===== config.mk =====
export PLATFORM = sky130hd
export DESIGN_NAME = unordered_value_table_top_flat
export DESIGN_NICKNAME = d
export VERILOG_FILES = /design/src/design/uvt_pkg.sv /design/src/design/uvt_if.sv /design/src/design/uvt_ram.sv /design/src/design/uvt_engine.sv /design/src/design/unordered_value_table_top.sv /design/src/flat_wrapper.sv
export SDC_FILE = /design/constraint.sdc
export NUM_CORES = 1
export LEC_CHECK = 0
export ABC_AREA = 1
export BUFFER_PORTS_ARGS = -buffer_cell sky130_fd_sc_hd__buf_2
export CAP_MARGIN = 10
export CELL_PAD_IN_SITES_DETAIL_PLACEMENT = 0
export CELL_PAD_IN_SITES_GLOBAL_PLACEMENT = 1
export CORE_UTILIZATION = 30
export DETAILED_ROUTE_END_ITERATION = 8
export HOLD_SLACK_MARGIN = 0.03
export PLACE_DENSITY = 0.62
export SLEW_MARGIN = 25
export SYNTH_ARGS = -nofsm -noshare
export SYNTH_HDL_FRONTEND = slang
export SYNTH_SLANG_ARGS = --single-unit

===== constraint.sdc =====
create_clock -name clk -period 5.71 [get_ports clk]
set_clock_uncertainty 0.1 [all_clocks]
set_input_delay 0.2855 -clock clk [delete_from_list [all_inputs] [get_ports clk]]
set_output_delay 0.2855 -clock clk [all_outputs]
set_load 0.02 [all_outputs]

===== src/design/uvt_pkg.sv =====
// ----------------------------------------------------------------------------
// uvt_pkg
// Types and codes that the value table modules share.
// ----------------------------------------------------------------------------
package uvt_pkg;

  localparam int unsigned VALUE_W    = 7;
  localparam int unsigned POS_W      = 4;
  localparam int unsigned FILL_W     = 5;

  typedef logic [VALUE_W-1:0] value_t;
  typedef logic [POS_W-1:0]   pos_t;
  typedef logic [FILL_W-1:0]  fill_t;

  typedef enum logic [1:0] {
    MODE_ADD    = 2'd0,
    MODE_REMOVE = 2'd1,
    MODE_FIND   = 2'd2,
    MODE_COUNT  = 2'd3
  } mode_t;

  typedef enum logic [1:0] {
    ST_OK        = 2'd0,
    ST_FULL      = 2'd1,
    ST_NOT_FOUND = 2'd2
  } status_t;

  typedef enum logic [2:0] {
    S_IDLE,
    S_SCAN,
    S_FETCH,
    S_MOVE,
    S_DONE
  } state_t;

  typedef struct packed {
    status_t status;
    pos_t    position;
    fill_t   fill_count;
  } rsp_t;

endpackage


===== src/design/uvt_if.sv =====
// ----------------------------------------------------------------------------
// uvt_req_if / uvt_rsp_if
// Valid/ready channels for requests and results of the value table.
// ----------------------------------------------------------------------------
interface uvt_req_if;
  logic           valid;
  logic           ready;
  uvt_pkg::mode_t mode;
  uvt_pkg::value_t value;

  modport source (output valid, output mode, output value, input ready);
  modport sink   (input valid, input mode, input value, output ready);
endinterface

interface uvt_rsp_if;
  logic             valid;
  logic             ready;
  uvt_pkg::status_t status;
  uvt_pkg::pos_t    position;
  uvt_pkg::fill_t   fill_count;

  modport source (output valid, output status, output position, output fill_count,
                  input ready);
  modport sink   (input valid, input status, input position, input fill_count,
                  output ready);
endinterface


===== src/design/uvt_ram.sv =====
// ----------------------------------------------------------------------------
// uvt_ram
// Generic memory with one write port and one registered read port.
// ----------------------------------------------------------------------------
module uvt_ram #(
  parameter int unsigned WIDTH = 8,
  parameter int unsigned DEPTH = 16,
  parameter int unsigned AW    = (DEPTH > 1) ? $clog2(DEPTH) : 1
) (
  input  logic             clk,
  input  logic             we,
  input  logic [AW-1:0]    waddr,
  input  logic [WIDTH-1:0] wdata,
  input  logic             re,
  input  logic [AW-1:0]    raddr,
  output logic [WIDTH-1:0] rdata
);

  logic [WIDTH-1:0] mem_r [DEPTH];
  logic [WIDTH-1:0] rdata_r;

  always_ff @(posedge clk) begin
    if (we) begin
      mem_r[waddr] <= wdata;
    end
    if (re) begin
      rdata_r <= mem_r[raddr];
    end
  end

  assign rdata = rdata_r;

endmodule


===== src/design/uvt_engine.sv =====
// ----------------------------------------------------------------------------
// uvt_engine
// Request sequencer: appends, scans the value memory one entry per cycle,
// and fills a removed slot with the last stored entry.
// ----------------------------------------------------------------------------
module uvt_engine #(
  parameter int unsigned CAPACITY = 16
) (
  input  logic          clk,
  input  logic          rst_n,
  uvt_req_if.sink       in_chan,
  output logic          res_valid,
  input  logic          res_ready,
  output uvt_pkg::rsp_t res_data
);
  import uvt_pkg::*;

  localparam int unsigned IDX_W = (CAPACITY > 1) ? $clog2(CAPACITY) : 1;
  localparam int unsigned CNT_W = $clog2(CAPACITY + 1);

  state_t             state_r, state_nxt;
  mode_t              mode_r, mode_nxt;
  value_t             value_r, value_nxt;
  logic [CNT_W-1:0]   count_r, count_nxt;
  logic [IDX_W-1:0]   idx_r, idx_nxt;
  rsp_t               res_r, res_nxt;

  logic               ram_we;
  logic [IDX_W-1:0]   ram_waddr;
  value_t             ram_wdata;
  logic               ram_re;
  logic [IDX_W-1:0]   ram_raddr;
  value_t             ram_rdata;

  logic               full;
  logic               empty;
  logic               hit;
  logic               at_last;
  logic [IDX_W-1:0]   last_idx;
  logic [CNT_W-1:0]   count_dec;
  logic [CNT_W-1:0]   count_inc;

  assign full      = (count_r == CNT_W'(CAPACITY));
  assign empty     = (count_r == '0);
  assign count_dec = count_r - 1'b1;
  assign count_inc = count_r + 1'b1;
  assign last_idx  = IDX_W'(count_dec);
  assign hit       = (ram_rdata == value_r);
  assign at_last   = (idx_r == last_idx);

  uvt_ram #(
    .WIDTH (VALUE_W),
    .DEPTH (CAPACITY)
  ) u_store (
    .clk   (clk),
    .we    (ram_we),
    .waddr (ram_waddr),
    .wdata (ram_wdata),
    .re    (ram_re),
    .raddr (ram_raddr),
    .rdata (ram_rdata)
  );

  always_comb begin
    state_nxt = state_r;
    case (state_r)
      S_IDLE: begin
        if (in_chan.valid) begin
          if ((in_chan.mode inside {MODE_REMOVE, MODE_FIND}) && !empty) begin
            state_nxt = S_SCAN;
          end else begin
            state_nxt = S_DONE;
          end
        end
      end
      S_SCAN: begin
        if (hit) begin
          state_nxt = (mode_r == MODE_FIND || at_last) ? S_DONE : S_FETCH;
        end else if (at_last) begin
          state_nxt = S_DONE;
        end
      end
      S_FETCH: state_nxt = S_MOVE;
      S_MOVE:  state_nxt = S_DONE;
      S_DONE: begin
        if (res_ready) begin
          state_nxt = S_IDLE;
        end
      end
      default: state_nxt = S_IDLE;
    endcase
  end

  always_comb begin
    in_chan.ready = (state_r == S_IDLE);
    res_valid     = (state_r == S_DONE);
    res_data      = res_r;
    ram_we        = 1'b0;
    ram_waddr     = IDX_W'(count_r);
    ram_wdata     = in_chan.value;
    ram_re        = 1'b0;
    ram_raddr     = '0;
    case (state_r)
      S_IDLE: begin
        ram_we = in_chan.valid && (in_chan.mode == MODE_ADD) && !full;
        ram_re = in_chan.valid && (in_chan.mode inside {MODE_REMOVE, MODE_FIND});
      end
      S_SCAN: begin
        ram_re    = !hit && !at_last;
        ram_raddr = idx_r + 1'b1;
      end
      S_FETCH: begin
        ram_re    = 1'b1;
        ram_raddr = last_idx;
      end
      S_MOVE: begin
        ram_we    = 1'b1;
        ram_waddr = idx_r;
        ram_wdata = ram_rdata;
      end
      default: begin
      end
    endcase
  end

  always_comb begin
    mode_nxt  = mode_r;
    value_nxt = value_r;
    count_nxt = count_r;
    idx_nxt   = idx_r;
    res_nxt   = res_r;
    case (state_r)
      S_IDLE: begin
        if (in_chan.valid) begin
          mode_nxt  = in_chan.mode;
          value_nxt = in_chan.value;
          idx_nxt   = '0;
          res_nxt   = '{status: ST_OK, position: '0, fill_count: FILL_W'(count_r)};
          case (in_chan.mode)
            MODE_ADD: begin
              if (full) begin
                res_nxt.status = ST_FULL;
              end else begin
                count_nxt            = count_inc;
                res_nxt.position     = POS_W'(count_r);
                res_nxt.fill_count   = FILL_W'(count_inc);
              end
            end
            MODE_REMOVE, MODE_FIND: begin
              if (empty) begin
                res_nxt.status = ST_NOT_FOUND;
              end
            end
            default: begin
            end
          endcase
        end
      end
      S_SCAN: begin
        if (hit) begin
          res_nxt = '{status: ST_OK, position: POS_W'(idx_r), fill_count: FILL_W'(count_r)};
          if (mode_r == MODE_REMOVE && at_last) begin
            count_nxt          = count_dec;
            res_nxt.fill_count = FILL_W'(count_dec);
          end
        end else begin
          idx_nxt = idx_r + 1'b1;
          if (at_last) begin
            res_nxt = '{status: ST_NOT_FOUND, position: '0, fill_count: FILL_W'(count_r)};
          end
        end
      end
      S_MOVE: begin
        count_nxt = count_dec;
        res_nxt   = '{status: ST_OK, position: POS_W'(idx_r), fill_count: FILL_W'(count_dec)};
      end
      default: begin
      end
    endcase
  end

  always_ff @(posedge clk) begin
    if (!rst_n) begin
      state_r <= S_IDLE;
      count_r <= '0;
    end else begin
      state_r <= state_nxt;
      count_r <= count_nxt;
    end
    mode_r  <= mode_nxt;
    value_r <= value_nxt;
    idx_r   <= idx_nxt;
    res_r   <= res_nxt;
  end

  a_count_bound: assert property (@(posedge clk) disable iff (!rst_n)
    count_r <= CNT_W'(CAPACITY))
    else $error("Fill count exceeds capacity.");

  a_scan_in_range: assert property (@(posedge clk) disable iff (!rst_n)
    (state_r == S_SCAN) |-> (idx_r < IDX_W'(count_r) || full))
    else $error("Scan index beyond stored entries.");

  a_write_states: assert property (@(posedge clk) disable iff (!rst_n)
    ram_we |-> (state_r == S_IDLE || state_r == S_MOVE))
    else $error("Memory written outside append or move.");

  a_move_shrinks: assert property (@(posedge clk) disable iff (!rst_n)
    (state_r == S_MOVE) |=> (count_r == CNT_W'($past(count_r) - 1'b1)))
    else $error("Remove did not decrement the fill count.");

endmodule


===== src/design/unordered_value_table_top.sv =====
// ----------------------------------------------------------------------------
// unordered_value_table_top
// Unordered table of 7-bit values with add, remove, find and count requests.
// ----------------------------------------------------------------------------
// Requests arrive on in_chan as one beat each, carrying a mode and a value.
// Every request produces exactly one result beat on out_chan with a status,
// the position that was added, found or removed, and the fill count after
// the request. Requests are handled one at a time.
// Add and count go straight to their result. Find and remove read the
// value memory one entry per cycle from index 0 through its single read
// port and stop at the first match or after the last stored entry; a
// remove that is not of the last entry then reads the last entry and
// writes it into the hole. A finished result moves from the sequencer's
// result register into the output register that drives out_chan.
// A result register sits at the output, so the block takes the next
// request while a result waits; when the receiver stalls with the register
// full, the sequencer holds its finished result and stops taking requests.
// Reset empties the table at once; memory contents are not cleared.
// ----------------------------------------------------------------------------
module unordered_value_table_top #(
  parameter int unsigned CAPACITY = 16
) (
  input  logic      clk,
  input  logic      rst_n,
  uvt_req_if.sink   in_chan,
  uvt_rsp_if.source out_chan
);
  import uvt_pkg::*;

  logic res_valid;
  logic res_ready;
  rsp_t res_data;

  logic out_valid_r, out_valid_nxt;
  rsp_t out_data_r, out_data_nxt;

  uvt_engine #(
    .CAPACITY (CAPACITY)
  ) u_engine (
    .clk       (clk),
    .rst_n     (rst_n),
    .in_chan   (in_chan),
    .res_valid (res_valid),
    .res_ready (res_ready),
    .res_data  (res_data)
  );

  assign res_ready = !out_valid_r || out_chan.ready;

  always_comb begin
    out_valid_nxt = out_valid_r && !out_chan.ready;
    out_data_nxt  = out_data_r;
    if (res_valid && res_ready) begin
      out_valid_nxt = 1'b1;
      out_data_nxt  = res_data;
    end
  end

  always_ff @(posedge clk) begin
    if (!rst_n) begin
      out_valid_r <= 1'b0;
    end else begin
      out_valid_r <= out_valid_nxt;
    end
    out_data_r <= out_data_nxt;
  end

  assign out_chan.valid      = out_valid_r;
  assign out_chan.status     = out_data_r.status;
  assign out_chan.position   = out_data_r.position;
  assign out_chan.fill_count = out_data_r.fill_count;

  a_no_overwrite: assert property (@(posedge clk) disable iff (!rst_n)
    (out_valid_r && !out_chan.ready) |=> (out_valid_r && $stable(out_data_r)))
    else $error("Pending result beat was overwritten.");

  a_single_result: assert property (@(posedge clk) disable iff (!rst_n)
    (res_valid && res_ready) |=> !res_valid)
    else $error("Sequencer offered a second result for one request.");

  a_req_gap: assert property (@(posedge clk) disable iff (!rst_n)
    (in_chan.valid && in_chan.ready) |=> !in_chan.ready)
    else $error("Request taken while another is in progress.");

endmodule

===== src/flat_wrapper.sv =====
// flat-port wrapper written by rule: the top's interface ports become plain ports
module unordered_value_table_top_flat import uvt_pkg::*;
#(
  parameter int unsigned CAPACITY = 16
)
  (clk, rst_n, in_chan_valid, in_chan_mode, in_chan_value, in_chan_ready, out_chan_valid, out_chan_status, out_chan_position, out_chan_fill_count, out_chan_ready);
  uvt_req_if in_chan_i ();
  uvt_rsp_if out_chan_i ();
  input  logic clk;
  input  logic rst_n;
  input wire logic [$bits(in_chan_i.valid)-1:0] in_chan_valid;
  input wire logic [$bits(in_chan_i.mode)-1:0] in_chan_mode;
  input wire logic [$bits(in_chan_i.value)-1:0] in_chan_value;
  output wire logic [$bits(in_chan_i.ready)-1:0] in_chan_ready;
  output wire logic [$bits(out_chan_i.valid)-1:0] out_chan_valid;
  output wire logic [$bits(out_chan_i.status)-1:0] out_chan_status;
  output wire logic [$bits(out_chan_i.position)-1:0] out_chan_position;
  output wire logic [$bits(out_chan_i.fill_count)-1:0] out_chan_fill_count;
  input wire logic [$bits(out_chan_i.ready)-1:0] out_chan_ready;
  assign in_chan_i.valid = in_chan_valid;
  assign in_chan_i.mode = in_chan_mode;
  assign in_chan_i.value = in_chan_value;
  assign in_chan_ready = in_chan_i.ready;
  assign out_chan_valid = out_chan_i.valid;
  assign out_chan_status = out_chan_i.status;
  assign out_chan_position = out_chan_i.position;
  assign out_chan_fill_count = out_chan_i.fill_count;
  assign out_chan_i.ready = out_chan_ready;
  unordered_value_table_top #(.CAPACITY(CAPACITY)) u_core (.clk(clk), .rst_n(rst_n), .in_chan(in_chan_i), .out_chan(out_chan_i));
endmodule

==> results of run 1 <==
==> metal layers <==
metal  GRT usage [%]  routed length (um)  part of all wire (%)  vias up
met1            20.6                8720                    48     2382
li1                -                   -                     -     2519
met2            23.4                8370                    46      123
met4            4.55                 272                   1.5        0
met3            3.48                 810                   4.5       22
met5               0                   0                     0        -
==> worst reg2reg max path, cell delays in order (launching register included) <==
cell	delay, ns
dfxtp_1	0.66
inv_4	0.15
ha_1	0.25
nand3_1	0.14
nand2_1	0.11
inv_1	0.19
nand2_1	0.12
nand2_1	0.16
nand3_1	0.23
nor2_1	0.75
==> report_power, final <==
part | internal (mW) | switching [mW] | total (mW) | leakage (nW)
sequential | 1.51 | 0.0976 | 1.61 | 1.49
clock | 0.639 | 0.548 | 1.19 | 0.304
combinational | 0.290 | 0.743 | 1.03 | 1.47
==> registers in the layout, indices dropped and copies added (netlist names) <==
name	flops
u_core.out_chan.fill_count	5
u_core.u_engine.count_r	5
u_core.out_chan.valid	1
u_core.out_chan.status	2
u_core.u_engine.u_store.rdata	7
u_core.u_engine.idx_r	4
u_core.u_engine.mode_r	2
u_core.u_engine.res_data	11
u_core.u_engine.value_r	7
u_core.u_engine.state_r	3
u_core.u_engine.u_store.mem_r	112
u_core.out_chan.position	4
==> logic make-up (layout without fill, tap and decap cells) <==
group,Yosys count,in the layout,synth area share (%)
adder cells (fa/ha/maj),7,7,1.17
XOR/XNOR,5,5,0.583
AO/OA/AOI/OAI,110,110,9.86
AND/OR/NAND/NOR,294,294,17.1
buffers and inverters,133,177,7.39
flip-flops,163,163,63.9
==> per-stage QoR <==
step                      total power [mW]  std cells
after global routing                  4.06       1080
final                                 3.83       1080
after detailed placement              2.67       1039
after global placement                2.66       1039
after floorplan                       2.38        712
after CTS                             3.86       1080
==> what timing repair did <==
item | in CTS | in global routing
hold buffers | 9 | 0
hold endpoints to repair | 9 | 0
gates resized for setup | 0 | 0
==> cell type report <==
type	count	area [um2]
fillers	2434	15800
clock inverters	15	209
repair buffers	37	238
inverters	108	408
well taps	324	405
flip-flops and latches	163	4800
multi-input cells	416	2200
clock buffers	17	425
==> synth_stat cells (2+ instances only) <==
master / count
xnor2_1: 2
buf_2: 13
edfxtp_1: 154
a21oi_4: 2
clkbuf_1: 4
nand2_4: 4
nand2_1: 146
inv_1: 97
nor2_1: 45
buf_6: 2
nand2_2: 5
nand3_1: 77
a21oi_1: 20
a21oi_2: 2
dfxtp_1: 9
nor2_2: 4
buf_4: 6
nor3_1: 7
nand4_1: 4
o21ai_1: 3
o211ai_1: 50
inv_2: 10
xor2_1: 3
o32ai_1: 3
o21ai_0: 25
ha_1: 7
==> path summary, 6_finish.rpt <==
check	from	to	slack, ns	depth (start not counted)
max	u_core.u_engine.count_r[0]	u_core.u_engine.u_store.mem_r[3][6]	2.47	9
min	out_chan_ready	u_core.out_chan.valid	0.05	4
max reg2reg	u_core.u_engine.count_r[0]	u_core.u_engine.u_store.mem_r[3][6]	2.47	9
min reg2reg	u_core.u_engine.res_data[10]	u_core.out_chan.status[1]	0.32	0
==> cell usage in the layout, fill, tap and decap left out, types with 2 or more instances in the layout <==
master,n
inv_2,10
nor3_2,4
nand2_1,146
xnor2_1,2
o211ai_1,50
nand3_1,77
a21oi_1,19
o21ai_1,5
nand4_1,4
nor2_1,45
edfxtp_1,154
xor2_1,3
dfxtp_1,9
o21ai_0,18
a21oi_2,3
o21ai_2,6
nor2_2,4
ha_1,7
nand2_4,3
buf_4,3
dlygate4sd3_1,9
buf_2,25
nand2_2,5
o32ai_1,3
clkbuf_16,17
nor3_1,3
a21oi_4,2
clkinv_8,6
inv_8,5
inv_1,97
==> reports/results.txt, run 1 <==
Vias per cell -> 4.67
Total Wirelength -> 18.2 mm
Worst-Skew Late Latency -> 0.43 ns
Main area contributors after synthesis -> edfxtp_1, nand2_1, nand3_1
# rows -> 57
Sink Count -> 163
Hold_ws -> 0.0510 ns
CP max FO -> 10
Leak Pwr -> 3.26 nW
Num CTS Buffers -> 17
Starting utilization of the core area -> 30.7%
CP top delay family -> simple AND/OR/NAND/NOR gates
CP max stage delay -> 0.75 ns
Least-Margin Pin Slew -> 0.934 ns
Clock-pin slew on the worst setup and hold paths -> 0.07 ns
Setup Viol. Count Final -> 0
Final ANT Viol Nets -> 0
Clock tree buffer depth -> 2
RD Place Congestion -> 0.854
DP Area -> 7950 um2
DR WL/cell -> 16.8 um
# IOs -> 26
Vias -> 5046
Ant diodes -> 0
Die Ht -> 160 um
# nets final -> 763
CP Cell Sequence -> inv_4 > ha_1 > nand3_1 > nand2_1 > inv_1 > nand2_1 > nand2_1 > nand3_1 > nor2_1
Starting DRT DRC Count -> 401
First-pass GRT wire length -> 29.0 mm
Relative slew slack -> 37.7%
Mapped Area -> 7510 um2
Main synth FF type -> edfxtp_1
Htree depth -> 4
Final setup TNS -> 0 ns
Slowest CP cell -> nor2_1
Crit path setup slack, layout -> 2.47 ns
Yosys warns -> 0
Gate Count Post-Synth -> 712
TritonRoute pass-1 iters -> 5
Status -> complete, no violations
Full die area -> 25700 um2
Die width -> 160 um
Design area -> 8690 um2
Synth Net Count -> 732
Max-cap violations -> 0
Buf/Inv on CP -> 2
Fin crit period -> 3.24 ns
Final worst-path cycle share -> 56.7%
Post-CTS Setup Bufs -> 0
Synth top area share -> 61.5%
Sequential area share after synthesis -> 63.9%
CP most frequent cell -> nand2_1
Max VDD drop -> 0.197 mV
Area grow syn2layout -> 15.7%
Final Util -> 35.5%
GRT Resource Usage Total -> 15.0%
CTS tree -> yes
Grt total ovfl -> 0
Post-synth EDFFs -> 154
CP required -> 5.66 ns
Synth cell types -> 34
Worst path arrival time -> 3.18 ns
Achievable clock frequency -> 309 MHz
Crit end category -> register
# DRC -> 0
Avg Inst Size Synth -> 10.6 um2
Pre-CTS setup slack -> 2.26 ns
CTS Root Cell -> clkbuf_16
Pwr/cell area -> 441 nW/um2
Final Max Slew Viols -> 0
Initial antenna violation count -> 0
Final hold vios -> 0
DP HPWL -> 12.1 mm
Quantity of I/O buffers inserted on ports -> 25
Synth async-reset ratio -> 0%
Share of cells above drive strength 1 -> 13.5%
Vias in the first global route -> 4935
Critical path type -> register to register
Core Box Area -> 24500 um2
FF+latch count, synth -> 163
RSZ-0062 raised after global routing -> false
Largest net degree at the start of global routing -> 106
Startpoint Class -> register
Hold Path Class -> input pin to register
Yosys top cell by area -> edfxtp_1
(Power assumes the default switching activity.)
==> run 2: changes to the inputs <==
Settings changed: PLACE_DENSITY 0.62 to 0.64.
Clock period 5.71 ns to 2.74 ns, I/O delays scaled along.
==> reports/results.txt, run 2 (same netlist as run 1, synthesis figures left out) <==
Share of cells above drive strength 1 -> 16.1%
Max VDD drop -> 0.469 mV
Sink Count -> 163
Full die area -> 25700 um2
Core Box Area -> 24500 um2
Status -> complete, no violations
Vias -> 5241
Final Max Slew Viols -> 0
# DRC -> 0
First element of the critical path -> u_core.u_engine.state_r[1]
CP required -> 2.78 ns
Grt total ovfl -> 0
Most frequent cells in the layout -> edfxtp_1, nand2_1, inv_1
Post-CTS Setup Bufs -> 0
Worst path arrival time -> 2.54 ns
DP HPWL -> 12.9 mm
CP Cell Sequence -> inv_2 > nor2_4 > inv_2 > a21oi_2 > nand2_1 > nor3_1 > buf_4
GR Util met1 -> 21.2%
Multi-input combinational cell area -> 2160 um2
WP depth -> 7
Die width -> 160 um
Vias per cell -> 4.68
Startpoint Class -> register
Final ANT Viol Nets -> 0
Final hold vios -> 0
Clock-pin slew on the worst setup and hold paths -> 0.06 ns
Hold Path Class -> input pin to register
# fillers -> 2400
Hold Startpoint -> in_chan_valid
M2 GR Usage -> 23.7%
Leak Pwr -> 3.44 nW
RSZ-0062 raised after global routing -> false
Largest register by flop count -> u_core.u_engine.u_store.mem_r
DP Area -> 8210 um2
Critical path type -> register to register
First-pass GRT wire length -> 28.8 mm
Cells on worst reg2reg path -> 7
Crit path to -> u_core.u_engine.u_store.mem_r[0][4]
Largest register FFs -> 112
Total chip power -> 7.93 mW
Commonest non-fill, non-tap cell in the layout -> edfxtp_1
Fin crit period -> 2.51 ns
Crit path setup slack, layout -> 0.235 ns
Least-Margin Pin Slew -> 0.864 ns
Final Util -> 36.5%
Num CTS Buffers -> 17
DR WL/cell -> 16.4 um
R2R Path End -> u_core.u_engine.u_store.mem_r[0][4]
Starting utilization of the core area -> 30.7%
Max-cap violations -> 0
Quantity of I/O buffers inserted on ports -> 25
Final setup TNS -> 0 ns
GRT met3 Usage -> 2.73%
Register area -> 4800 um2
CP max FO -> 23
CP top delay family -> simple AND/OR/NAND/NOR gates
Design area -> 8920 um2
Crit end category -> register
Hold_ws -> 0.149 ns
Ant diodes -> 0
Relative slew slack -> 42.0%
Clock tree buffer depth -> 2
Buf/Inv on CP -> 3
# nets final -> 802
RD Place Congestion -> 0.863
Die Ht -> 160 um
TritonRoute pass-1 iters -> 5
Achievable clock frequency -> 399 MHz
Final worst-path cycle share -> 91.4%
Htree depth -> 4
Pwr/cell area -> 888 nW/um2
CP max stage delay -> 0.54 ns
CP most frequent cell -> inv_2
Starting DRT DRC Count -> 492
R2r setup slk -> 0.23 ns
Setup Viol. Count Final -> 0
CTS Root Cell -> clkbuf_16
Final Instance Count excl. Fillers -> 1119
GRT Resource Usage Total -> 15.1%
R2r startpoint -> u_core.u_engine.state_r[1]
Gr busiest metal -> met2
Pre-CTS setup slack -> 0.0853 ns
# placed instances -> 1075
Worst-Skew Late Latency -> 0.43 ns
Vias in the first global route -> 5084
# IOs -> 26
Initial antenna violation count -> 1
# rows -> 57
Total Wirelength -> 18.3 mm
Largest net degree at the start of global routing -> 36
CTS tree -> yes
Slowest CP cell -> dfxtp_1
Area grow syn2layout -> 18.7%
==> run 2: changes by cell type in the layout (fill, tap and decap cells not counted), sizes merged <==
cell	delta
buf	+36
bufinv	-1
clkinv	-3
clkinvlp	+2
dlygate4sd3	+3
inv	+2
==> run 2: power by group <==
group,switching (mW),total [mW],internal [mW],leakage (nW)
Sequential,0.153,3.30,3.15,1.49
Clock,1.09,2.30,1.22,0.276
Combinational,1.60,2.32,0.721,1.67
==> run 2: layout make-up <==
type | instances | area share [%]
clock buffer | 17 | 4.77
clock inverter | 15 | 1.77
inverter | 108 | 4.57
multi-input combinational | 416 | 24.2
sequential | 163 | 53.9
tap | 324 | 4.54
timing repair buffer | 76 | 6.31
==> run 2: worst register-to-register path, cell delays in order (launching register included) <==
cell	delay, ns
dfxtp_1	0.54
inv_2	0.12
nor2_4	0.24
inv_2	0.24
a21oi_2	0.30
nand2_1	0.15
nor3_1	0.30
buf_4	0.23
==> run 2: what timing repair did <==
item                                   in CTS  in global routing
hold buffers                               12                  0
setup endpoints to repair                   0                 14
endpoints found under the hold margin      18                  0
gates resized for setup                     0                  1
==> run 2: worst min path at each step <==
stage | to | cells after the start
floorplan | u_core.u_engine.state_r[0] | 2
global placement | u_core.u_engine.value_r[1] | 1
detailed placement | u_core.u_engine.value_r[3] | 1
CTS | u_core.u_engine.state_r[2] | 5
global route | u_core.u_engine.state_r[2] | 5
finish | u_core.u_engine.state_r[2] | 5
==> run 2: per-layer routing <==
layer	vias up	part of all wire, %
li1	2607	-
met1	2467	48
met2	148	46
met3	19	5.2
met4	0	1.1
met5	-	0
